==> src/hw/rtl/sha224_pkg.sv <==
`timescale 1ns / 1ps

package sha224_pkg;

    localparam int unsigned WORD_W      = 32;
    localparam int unsigned LEN_W       = 64;
    localparam int unsigned ROUNDS      = 64;
    localparam int unsigned DIGEST_WRDS = 7;

    localparam logic [3:0] BLOCK_LAST_WORD = 4'd15;
    localparam logic [3:0] BLOCK_LEN_HI    = 4'd14;
    localparam logic [5:0] ROUND_LAST      = 6'd63;
    localparam logic [2:0] DIGEST_LAST     = 3'd6;
    localparam logic [2:0] BYTES_FULL      = 3'd4;
    localparam logic [31:0] PAD_MARK       = 32'h8000_0000;

    // sha-224 initial hash values
    localparam logic [31:0] INIT_HASH [8] = '{
        32'hc105_9ed8, 32'h367c_d507, 32'h3070_dd17, 32'hf70e_5939,
        32'hffc0_0b31, 32'h6858_1511, 32'h64f9_8fa7, 32'hbefa_4fa4
    };

    // one-hot sequencer states
    typedef enum logic [4:0] {
        S_IDLE   = 5'b00001,
        S_PAD    = 5'b00010,
        S_ROUND  = 5'b00100,
        S_UPDATE = 5'b01000,
        S_OUT    = 5'b10000
    } t_state;

    // which padding word comes next
    typedef enum logic [1:0] {
        PK_MARK   = 2'd0,
        PK_ZERO   = 2'd1,
        PK_LEN_LO = 2'd2,
        PK_DONE   = 2'd3
    } t_pad_kind;

    function automatic logic [31:0] rotr(input logic [31:0] x, input int unsigned n);
        rotr = (x >> n) | (x << (WORD_W - n));
    endfunction

    function automatic logic [31:0] big_sigma0(input logic [31:0] x);
        big_sigma0 = rotr(x, 2) ^ rotr(x, 13) ^ rotr(x, 22);
    endfunction

    function automatic logic [31:0] big_sigma1(input logic [31:0] x);
        big_sigma1 = rotr(x, 6) ^ rotr(x, 11) ^ rotr(x, 25);
    endfunction

    function automatic logic [31:0] small_sigma0(input logic [31:0] x);
        small_sigma0 = rotr(x, 7) ^ rotr(x, 18) ^ (x >> 3);
    endfunction

    function automatic logic [31:0] small_sigma1(input logic [31:0] x);
        small_sigma1 = rotr(x, 17) ^ rotr(x, 19) ^ (x >> 10);
    endfunction

    // round constants
    function automatic logic [31:0] round_k(input logic [5:0] t);
        case (t)
            6'd0:  round_k = 32'h428a2f98;  6'd1:  round_k = 32'h71374491;
            6'd2:  round_k = 32'hb5c0fbcf;  6'd3:  round_k = 32'he9b5dba5;
            6'd4:  round_k = 32'h3956c25b;  6'd5:  round_k = 32'h59f111f1;
            6'd6:  round_k = 32'h923f82a4;  6'd7:  round_k = 32'hab1c5ed5;
            6'd8:  round_k = 32'hd807aa98;  6'd9:  round_k = 32'h12835b01;
            6'd10: round_k = 32'h243185be;  6'd11: round_k = 32'h550c7dc3;
            6'd12: round_k = 32'h72be5d74;  6'd13: round_k = 32'h80deb1fe;
            6'd14: round_k = 32'h9bdc06a7;  6'd15: round_k = 32'hc19bf174;
            6'd16: round_k = 32'he49b69c1;  6'd17: round_k = 32'hefbe4786;
            6'd18: round_k = 32'h0fc19dc6;  6'd19: round_k = 32'h240ca1cc;
            6'd20: round_k = 32'h2de92c6f;  6'd21: round_k = 32'h4a7484aa;
            6'd22: round_k = 32'h5cb0a9dc;  6'd23: round_k = 32'h76f988da;
            6'd24: round_k = 32'h983e5152;  6'd25: round_k = 32'ha831c66d;
            6'd26: round_k = 32'hb00327c8;  6'd27: round_k = 32'hbf597fc7;
            6'd28: round_k = 32'hc6e00bf3;  6'd29: round_k = 32'hd5a79147;
            6'd30: round_k = 32'h06ca6351;  6'd31: round_k = 32'h14292967;
            6'd32: round_k = 32'h27b70a85;  6'd33: round_k = 32'h2e1b2138;
            6'd34: round_k = 32'h4d2c6dfc;  6'd35: round_k = 32'h53380d13;
            6'd36: round_k = 32'h650a7354;  6'd37: round_k = 32'h766a0abb;
            6'd38: round_k = 32'h81c2c92e;  6'd39: round_k = 32'h92722c85;
            6'd40: round_k = 32'ha2bfe8a1;  6'd41: round_k = 32'ha81a664b;
            6'd42: round_k = 32'hc24b8b70;  6'd43: round_k = 32'hc76c51a3;
            6'd44: round_k = 32'hd192e819;  6'd45: round_k = 32'hd6990624;
            6'd46: round_k = 32'hf40e3585;  6'd47: round_k = 32'h106aa070;
            6'd48: round_k = 32'h19a4c116;  6'd49: round_k = 32'h1e376c08;
            6'd50: round_k = 32'h2748774c;  6'd51: round_k = 32'h34b0bcb5;
            6'd52: round_k = 32'h391c0cb3;  6'd53: round_k = 32'h4ed8aa4a;
            6'd54: round_k = 32'h5b9cca4f;  6'd55: round_k = 32'h682e6ff3;
            6'd56: round_k = 32'h748f82ee;  6'd57: round_k = 32'h78a5636f;
            6'd58: round_k = 32'h84c87814;  6'd59: round_k = 32'h8cc70208;
            6'd60: round_k = 32'h90befffa;  6'd61: round_k = 32'ha4506ceb;
            6'd62: round_k = 32'hbef9a3f7;  6'd63: round_k = 32'hc67178f2;
            default: round_k = 32'h0;
        endcase
    endfunction

endpackage

==> src/hw/rtl/sha224_hash_engine.sv <==
`timescale 1ns / 1ps

// SHA-224 engine for a byte-aligned message fed as big-endian 32-bit words on the
// slave stream; tlast marks the final word, whose valid_bytes (0 to 4) says how many
// leading bytes belong to the message. Each word is taken while the engine is idle.
// The sixteenth word of a block starts the compression, which runs one round per
// cycle through a single round unit and a 16-word shifting schedule window, then
// folds the result into the chaining hash; no word is accepted meanwhile. After the
// final word the engine pushes its padding words (up to 18) one per cycle, pausing
// while a block compresses, so one or two more blocks are compressed; it then offers
// the seven digest words on the master stream, most significant first, tlast on the
// seventh, and clears itself for the next message.
module sha224_hash_engine
    import sha224_pkg::*;
(
    input  logic        i_clk,
    input  logic        i_rst_n,
    input  logic        i_s_axis_tvalid,
    output logic        o_s_axis_tready,
    input  logic [39:0] i_s_axis_tdata,   // message_word[31:0], valid_bytes[34:32], zero
    input  logic        i_s_axis_tlast,   // final_word
    output logic        o_m_axis_tvalid,
    input  logic        i_m_axis_tready,
    output logic [39:0] o_m_axis_tdata,   // digest_word[31:0], word_index[34:32], zero
    output logic        o_m_axis_tlast    // last_of_digest
);

    t_state      r_state, n_state;
    t_pad_kind   r_pad_kind, n_pad_kind;
    logic        r_fin, n_fin;
    logic [3:0]  r_cnt, n_cnt;
    logic [5:0]  r_round, n_round;
    logic [2:0]  r_oidx, n_oidx;
    logic [63:0] r_len, n_len;
    logic [31:0] r_chain [8];
    logic [31:0] n_chain [8];
    logic [31:0] r_v [8];
    logic [31:0] n_v [8];
    logic [31:0] r_w [16];
    logic [31:0] n_w [16];

    logic        s_acc;
    logic        m_acc;
    logic        push_en;
    logic [31:0] push_word;
    logic [31:0] in_word;
    logic [2:0]  in_bytes;
    logic [4:0]  byte_shift;
    logic [31:0] keep_mask;
    logic [31:0] t1;
    logic [31:0] t2;
    logic [31:0] w_next;

    assign s_acc = i_s_axis_tvalid && o_s_axis_tready;
    assign m_acc = o_m_axis_tvalid && i_m_axis_tready;

    // input unpacking and byte count saturation
    assign in_word    = i_s_axis_tdata[31:0];
    assign in_bytes   = (i_s_axis_tdata[34:32] > BYTES_FULL) ? BYTES_FULL
                                                             : i_s_axis_tdata[34:32];
    assign byte_shift = {in_bytes[1:0], 3'b000};
    assign keep_mask  = ~(32'hffff_ffff >> byte_shift);

    // shared round unit
    assign t1 = r_v[7] + big_sigma1(r_v[4]) + ((r_v[4] & r_v[5]) ^ (~r_v[4] & r_v[6]))
              + round_k(r_round) + r_w[0];
    assign t2 = big_sigma0(r_v[0])
              + ((r_v[0] & r_v[1]) ^ (r_v[0] & r_v[2]) ^ (r_v[1] & r_v[2]));
    assign w_next = small_sigma1(r_w[14]) + r_w[9] + small_sigma0(r_w[1]) + r_w[0];

    // sequencer
    always_comb begin
        n_state    = r_state;
        n_pad_kind = r_pad_kind;
        n_fin      = r_fin;
        n_cnt      = r_cnt;
        n_round    = r_round;
        n_oidx     = r_oidx;
        n_len      = r_len;
        n_chain    = r_chain;
        n_v        = r_v;
        n_w        = r_w;
        push_en    = 1'b0;
        push_word  = '0;

        case (r_state)
            S_IDLE: begin
                if (s_acc) begin
                    push_en = 1'b1;
                    if (!i_s_axis_tlast) begin
                        push_word = in_word;
                        n_len     = r_len + 64'd32;
                    end else begin
                        n_fin = 1'b1;
                        n_len = r_len + {58'd0, in_bytes, 3'b000};
                        if (in_bytes == BYTES_FULL) begin
                            push_word  = in_word;
                            n_pad_kind = PK_MARK;
                        end else begin
                            push_word  = (in_word & keep_mask) | (PAD_MARK >> byte_shift);
                            n_pad_kind = PK_ZERO;
                        end
                    end
                end
            end
            S_PAD: begin
                push_en = 1'b1;
                case (r_pad_kind)
                    PK_MARK: begin
                        push_word  = PAD_MARK;
                        n_pad_kind = PK_ZERO;
                    end
                    PK_ZERO: begin
                        if (r_cnt == BLOCK_LEN_HI) begin
                            push_word  = r_len[63:32];
                            n_pad_kind = PK_LEN_LO;
                        end else begin
                            push_word = '0;
                        end
                    end
                    PK_LEN_LO: begin
                        push_word  = r_len[31:0];
                        n_pad_kind = PK_DONE;
                    end
                    default: begin
                        push_en = 1'b0;
                    end
                endcase
            end
            S_ROUND: begin
                n_v[0] = t1 + t2;
                n_v[1] = r_v[0];
                n_v[2] = r_v[1];
                n_v[3] = r_v[2];
                n_v[4] = r_v[3] + t1;
                n_v[5] = r_v[4];
                n_v[6] = r_v[5];
                n_v[7] = r_v[6];
                for (int i = 0; i < 15; i++) begin
                    n_w[i] = r_w[i+1];
                end
                n_w[15] = w_next;
                n_round = r_round + 6'd1;
                if (r_round == ROUND_LAST) begin
                    n_state = S_UPDATE;
                end
            end
            S_UPDATE: begin
                for (int i = 0; i < 8; i++) begin
                    n_chain[i] = r_chain[i] + r_v[i];
                end
                n_oidx = '0;
                if (!r_fin) begin
                    n_state = S_IDLE;
                end else if (r_pad_kind == PK_DONE) begin
                    n_state = S_OUT;
                end else begin
                    n_state = S_PAD;
                end
            end
            S_OUT: begin
                if (m_acc) begin
                    n_oidx = r_oidx + 3'd1;
                    if (r_oidx == DIGEST_LAST) begin
                        n_state    = S_IDLE;
                        n_fin      = 1'b0;
                        n_cnt      = '0;
                        n_len      = '0;
                        n_pad_kind = PK_ZERO;
                        n_chain    = INIT_HASH;
                        n_oidx     = '0;
                    end
                end
            end
            default: begin
                n_state = S_IDLE;
            end
        endcase

        // word push into the schedule window, compression on a full block
        if (push_en) begin
            for (int i = 0; i < 15; i++) begin
                n_w[i] = r_w[i+1];
            end
            n_w[15] = push_word;
            n_cnt   = r_cnt + 4'd1;
            if (r_cnt == BLOCK_LAST_WORD) begin
                n_state = S_ROUND;
                n_round = '0;
                n_v     = r_chain;
            end else begin
                n_state = n_fin ? S_PAD : S_IDLE;
            end
        end
    end

    // control and chaining state
    always_ff @(posedge i_clk) begin
        if (!i_rst_n) begin
            r_state    <= S_IDLE;
            r_pad_kind <= PK_ZERO;
            r_fin      <= 1'b0;
            r_cnt      <= '0;
            r_round    <= '0;
            r_oidx     <= '0;
            r_len      <= '0;
            r_chain    <= INIT_HASH;
        end else begin
            r_state    <= n_state;
            r_pad_kind <= n_pad_kind;
            r_fin      <= n_fin;
            r_cnt      <= n_cnt;
            r_round    <= n_round;
            r_oidx     <= n_oidx;
            r_len      <= n_len;
            r_chain    <= n_chain;
        end
    end

    // working variables and schedule window
    always_ff @(posedge i_clk) begin
        r_v <= n_v;
        r_w <= n_w;
    end

    // stream outputs
    assign o_s_axis_tready = (r_state == S_IDLE);
    assign o_m_axis_tvalid = (r_state == S_OUT);
    assign o_m_axis_tlast  = (r_oidx == DIGEST_LAST);
    assign o_m_axis_tdata  = {5'd0, r_oidx, r_chain[r_oidx]};

endmodule

==> config.mk <==
export PLATFORM = sky130hd
export DESIGN_NAME = sha224_hash_engine
export DESIGN_NICKNAME = d
export VERILOG_FILES = /design/src/hw/rtl/sha224_pkg.sv /design/src/hw/rtl/sha224_hash_engine.sv
export SDC_FILE = /design/constraint.sdc
export NUM_CORES = 2
export LEC_CHECK = 0
export BUFFER_PORTS_ARGS = -buffer_cell sky130_fd_sc_hd__buf_2
export CELL_PAD_IN_SITES_DETAIL_PLACEMENT = 1
export CELL_PAD_IN_SITES_GLOBAL_PLACEMENT = 1
export CORE_UTILIZATION = 39
export DETAILED_ROUTE_END_ITERATION = 10
export MAX_ROUTING_LAYER = met4
export PLACE_DENSITY_LB_ADDON = 0.25
export SYNTH_ARGS = -nofsm -noshare
export SYNTH_HDL_FRONTEND = slang
export SYNTH_SLANG_ARGS = --single-unit
==> constraint.sdc <==
create_clock -name i_clk -period 29.5 [get_ports i_clk]
set_input_delay 5.9 -clock i_clk [delete_from_list [all_inputs] [get_ports i_clk]]
set_output_delay 5.9 -clock i_clk [all_outputs]
set_load 0.01 [all_outputs]
Yosys cells after proc, flatten, opt, wreduce, memory -nomap -nowiden. Memories as Yosys holds them, arrays and structs flattened. A register that Yosys moved wholly into a read port is not among the register bits. Index checks and enable logic that the tools add are counted.

Register bits after elaboration: 1109. Latch bits: 0. Memory bits (writable): 0. ROM bits: 2048. Bits of input ports: 45. Word-level logic and storage cells: 198. Memories kept: 1.

$add $sub $neg: 23. Multiply operators: 0. Div/mod/pow operators: 0. Magnitude comparators: 2. Eq/ne operators: 23. Shifts and indexed selects: 2. Muxes and demuxes: 59. Bitwise gates (word level): 31. Reduce and logical (&&, ||, !) cells: 18.

Memory list: (name not given) (words 64, bits a word 32, rd ports 1, clocked after memory_dff 1, write ports 0, line sha224_pkg.sv:62) `case (t)`.

Operators by type and width (number): 2-to-1 mux 256 bit (5); 2-to-1 mux 512 bit (2); adder 32 bit (18); one-hot mux 256 bit (2 select lines) (1); XOR 32 bit (9); 2-to-1 mux 64 bit (4); bitwise AND 32 bit (6); 2-to-1 mux 32 bit (6); one-hot mux 64 bit (2 select lines) (1); binary-select mux 32 bit (select 3 bit) (1); one-hot mux 32 bit (3 select lines) (1); adder 64 x 6 -> 64 bit (1); adder 64 x 6 -> 64 bit (second input constant) (1); inverter 32 bit (2); one-hot mux 32 bit (2 select lines) (1); >> shifter 32 x 5 -> 32 bit (first input constant) (2); bitwise OR 10 x 32 -> 32 bit (1); bitwise OR 13 x 32 -> 32 bit (1); bitwise OR 14 x 32 -> 32 bit (1); bitwise OR 15 x 32 -> 32 bit (1); bitwise OR 19 x 32 -> 32 bit (1); bitwise OR 21 x 32 -> 32 bit (1); bitwise OR 25 x 32 -> 32 bit (1); bitwise OR 26 x 32 -> 32 bit (1); 45 further kinds (89).

Logic depth before layout (Yosys ltp).
Word-level depth: 11. Gate-level depth with buffers: 35. Gate-level depth less buffers: 34.

Worst setup path before layout. OpenSTA, ideal clock, no wires.

Kind: input port to flip-flop. Start point: input port i_s_axis_tvalid. End point: register r_w[0] (netlist bit) (enable). Library setup time: 3639 ps. Arrival time: 15141 ps. Setup slack: 10720 ps. Stages: 5. Buffers on the path: 2. Path through: and4b_1 -> buf_2 -> nor2_1 -> clkbuf_1 -> nand2_1.

Word-level cells in the longest chain between the ends: 4.

RTL lines: start, declared (line sha224_hash_engine.sv:18) `input logic i_s_axis_tvalid,`; logical AND 1 bit (line sha224_hash_engine.sv:54) `assign s_acc = i_s_axis_tvalid && o_s_axis_tready;`; 2-to-1 mux 1 bit (line sha224_hash_engine.sv:88) `if (s_acc) begin`; one-hot mux 1 bit (2 select lines) (line sha224_hash_engine.sv:86) `case (r_state)`; nonzero test 2 bit (no line); end signal, assigned (line sha224_hash_engine.sv:223) `r_w <= n_w;`; end, declared (line sha224_hash_engine.sv:39) `logic [31:0] r_w [16];`.

Every way passes these cells. A chain may end at the register's enable or synchronous reset.

==> results.py <==
metrics = {
    "logic_synthesis": {
        "synth_top_area_share_pct": 22.1,
        "postSynthAreaPerCell_um2": 9.31,
        "synthFlopType": "dfxtp_1",
        "yosys_register_bits": 1138,
        "synth.yosys.warnings": 0,
        "synth-async-reset-ratio_pct": 0,
        "yosys.area.top_type": "edfxtp_1",
        "ys_types": 91,
        "synth_edf_count": 512,
        "syn-cell-area_um2": 69500,
        "ys_seq_area_share_pct": 40.1,
        "synthCells": 7466,
        "synth.area.top_cells": "edfxtp_1 (22%), dfxtp_1 (18%), ha_1 (7.2%)",
    },
    "worst_setup_path": {
        "max_stage_delay_ns": 0.90,
        "criticalPathCategory": "in -> reg",
        "arrival_ns": 10.88,
        "reg2reg_slack_ns": 19.76,
        "cpMaxStageDelayCell": "a2111oi_0",
        "r2r_end": "r_v[255]",
        "crit-reg2reg-launch": "r_v[122]",
        "critPathLaunchType": "input pin",
        "cp.required_ns": 30.09,
        "worstRegToRegCells": 32,
        "worstPathCellList": "buf_2 > nand4b_1 > a21oi_4 > nor2_1 > buf_4 > nand2_1 > inv_1 > ha_1 > buf_4 > nor2_1 > nand2_1 > a21oi_1 > nor3_1 > a2111oi_0 > a21oi_1",
        "crit_fanout": 22,
        "cp-end-kind": "flop",
    },
    "cts": {
        "cts-root-buf": "clkbuf_16",
        "cts_hold_buf": 0,
        "clk_pin_slew_ns": 0.06,
        "cts_post_setup_buffers_inserted": 0,
        "clock_latency_ns": 0.81,
        "post_cts_resized": 0,
        "cts-buffers-inserted": 138,
        "ctsLongestPathBuffers": 3,
        "cts_htree_levels": 4,
        "cts_sinks": 1138,
        "cts_tree": "built",
    },
    "placed_design": {
        "io_buffers": 77,
        "dpl_cell_area_um2": 72300,
        "numPlacedInstances": 9616,
        "pre_cts_ws_ns": 18.63,
        "routabilityCongestion": 0.963,
        "dp_hpwl_mm": 198,
    },
    "global_route": {
        "grt_pass1_vias": 58579,
        "grt_max_degree": 204,
        "antenna_found_initial": 7,
        "grt_overflow": 0,
        "grt.total_usage_pct": 29.7,
        "grt_pass1_wl_mm": 386,
    },
    "die": {
        "die_w_um": 424,
        "core_area_um2": 177000,
        "design.die.area_um2": 180000,
        "ioPinCount": 88,
        "die_h_um": 424,
        "initial_core_util_pct": 39.3,
        "rows": 154,
    },
    "pwr": {
        "leakagePower_nw": 31.1,
        "p_total_mw": 6.79,
        "powerDensity_nw_per_um2": 88.0,
        "vdd_drop_max_v": 0.0000752,
    },
    "layout": {
        "layout-drive-gt1-share_pct": 7.46,
        "syn2layout_area_growth_pct": 11.0,
        "final_core_util_pct": 43.7,
        "stdcell_area_um2": 77200,
        "nFillCells": 20032,
        "fin_cells": 9879,
        "nets": 8057,
    },
    "run": {
        "maxCapViolCount": 0,
    },
    "timing": {
        "hold_violations": 0,
        "fin_crit_sh_pct": 34.9,
        "skew_ns": 0.0532,
        "drv_slew": 0,
        "slew_headroom_pct": 16.0,
        "layout_setup_ws_ns": 19.21,
        "max_clock_freq_mhz": 97.2,
        "fin_crit_ns": 10.29,
        "tns_ns": 0,
        "rsz0062_at_grt": "no",
        "tightest_slew_ns": 1.26,
        "setup_viol": 0,
        "whs_ns": 0.398,
    },
    "worst_hold_path": {
        "hold_depth": 0,
        "hp-class": "reg -> reg",
        "min_from": "r_w[139]",
        "hold_end": "r_w[171]",
    },
    "drt": {
        "wl_per_cell_um": 26.7,
        "via_count": 57136,
        "vias_per_cell": 5.78,
        "drc_errors": 6,
        "drtIter0Drc": 3841,
        "firstDrtPassIters": 8,
        "wl_mm": 263,
        "ant_nets": 0,
    },
    "status": {
        "violations": "DRC",
        "outcome": "finished with violations",
    },
}
## layer usage
layer | track usage [%] | share of wire [%] | wire, um | up-vias
li1 | - | - | - | 26287
met1 | 35.1 | 41 | 108000 | 28995
met2 | 49.6 | 49 | 129000 | 1387
met3 | 3.12 | 3.8 | 10000 | 467
met4 | 16.3 | 6.3 | 16500 | 0
met5 | - | 0 | 0 | -
## power by group
group / switching, mW / internal [mW]
Combinational: 1.87 / 1.14
Clock: 0.752 / 1.07
Sequential: 0.0888 / 1.86
Total: 2.72 / 4.08
## registers in the layout, summed over array words and instances, names as in the netlist, 2 cells and up, named ones only
register and count:
r_pad_kind 2, r_w 512, r_round 6, r_len 61
r_cnt 4, r_oidx 3, r_state 5, r_v 256
r_chain 256
## synth_stat cells (18+ instances only)
| master | n |
|---|---|
| and2_1 | 24 |
| buf_1 | 27 |
| a21oi_1 | 567 |
| nand2_1 | 844 |
| nand3_1 | 117 |
| xnor2_1 | 323 |
| nand2b_1 | 62 |
| o21a_1 | 61 |
| clkbuf_1 | 321 |
| o22a_1 | 22 |
| a21o_1 | 178 |
| edfxtp_1 | 512 |
| o21ai_0 | 444 |
| nor2b_1 | 54 |
| fa_1 | 196 |
| nand4_1 | 34 |
| a221oi_1 | 18 |
| and3_1 | 61 |
| o211ai_1 | 32 |
| o22ai_1 | 23 |
| o31ai_1 | 38 |
| dfxtp_1 | 626 |
| a211oi_1 | 48 |
| nor2_1 | 667 |
| mux2_2 | 62 |
| nor3_1 | 89 |
| a22oi_1 | 41 |
| or3_1 | 43 |
| xor2_1 | 290 |
| o21bai_1 | 55 |
| o221ai_1 | 28 |
| a211o_1 | 19 |
| a31oi_1 | 252 |
| inv_1 | 540 |
| mux4_2 | 64 |
| mux2i_1 | 19 |
| ha_1 | 400 |
## worst max-delay path, delay by kind of cell
kind | cells | cell delay (ns)
and+or+nand+nor | 6 | 1.85
AOI/OAI and AO/OA | 4 | 1.62
buffers and inverters | 4 | 1.14
adders and majority gates | 1 | 0.32
## final cells by class
| cell class | count | area (um2) | share of cell area, % |
|---|---|---|---|
| tap | 2340 | 2930 | 3.79 |
| clock inverter | 71 | 1090 | 1.41 |
| antenna | 14 | 35.0 | 0.0454 |
| timing repair buffer | 170 | 1120 | 1.45 |
| sequential | 1138 | 27900 | 36.2 |
| clock buffer | 178 | 3750 | 4.85 |
| multi-input combinational | 5426 | 38300 | 49.6 |
| inverter | 542 | 2030 | 2.64 |
## placed cells by master (no fill, tap or decap), drive strengths merged, types with 48 or more instances in the layout
cell type / Yosys / final
nor2: 667 / 667
nand2: 844 / 844
edfxtp: 512 / 512
nor3: 89 / 89
clkbuf: 321 / 178
o21ai: 446 / 446
nand2b: 63 / 63
and3: 61 / 61
o21bai: 55 / 55
nand3: 117 / 117
nor2b: 54 / 54
a21o: 178 / 178
a31oi: 252 / 252
xor2: 290 / 290
mux4: 64 / 64
buf: 43 / 170
mux2: 62 / 62
a211oi: 48 / 48
ha: 400 / 400
fa: 196 / 196
a21oi: 568 / 568
o21a: 61 / 61
xnor2: 323 / 323
dfxtp: 626 / 626
inv: 541 / 549
## cells by family (layout without fill, tap and decap cells)
group | after synthesis | count (layout) | synth area share [%]
adders and majority gates | 599 | 599 | 12.9
buffers and inverters | 906 | 961 | 4.94
xor gates and xnor gates | 614 | 614 | 7.75
and+or+nand+nor | 2082 | 2082 | 13.1
other | 1 | 19 | 0.00539
muxes | 145 | 145 | 3.35
DFF | 1138 | 1138 | 40.1
AOI/OAI and AO/OA | 1981 | 1981 | 17.8
## worst max path at each step
| stage | slack [ns] | cells after the start | start | end |
|---|---|---|---|---|
| 3_3_place_gp | 18.63 | 15 | i_s_axis_tvalid | flop |
| 5_1_grt | 19.15 | 15 | i_s_axis_tvalid | flop |
| 2_1_floorplan | 10.72 | 5 | i_s_axis_tvalid | r_w[0] |
| 6_report | 19.21 | 15 | i_s_axis_tvalid | flop |
| 3_5_place_dp | 18.63 | 15 | i_s_axis_tvalid | flop |
| 4_1_cts | 19.46 | 5 | r_oidx[1] | o_m_axis_tdata[17] |
Power figures use the tool's default switching activity.
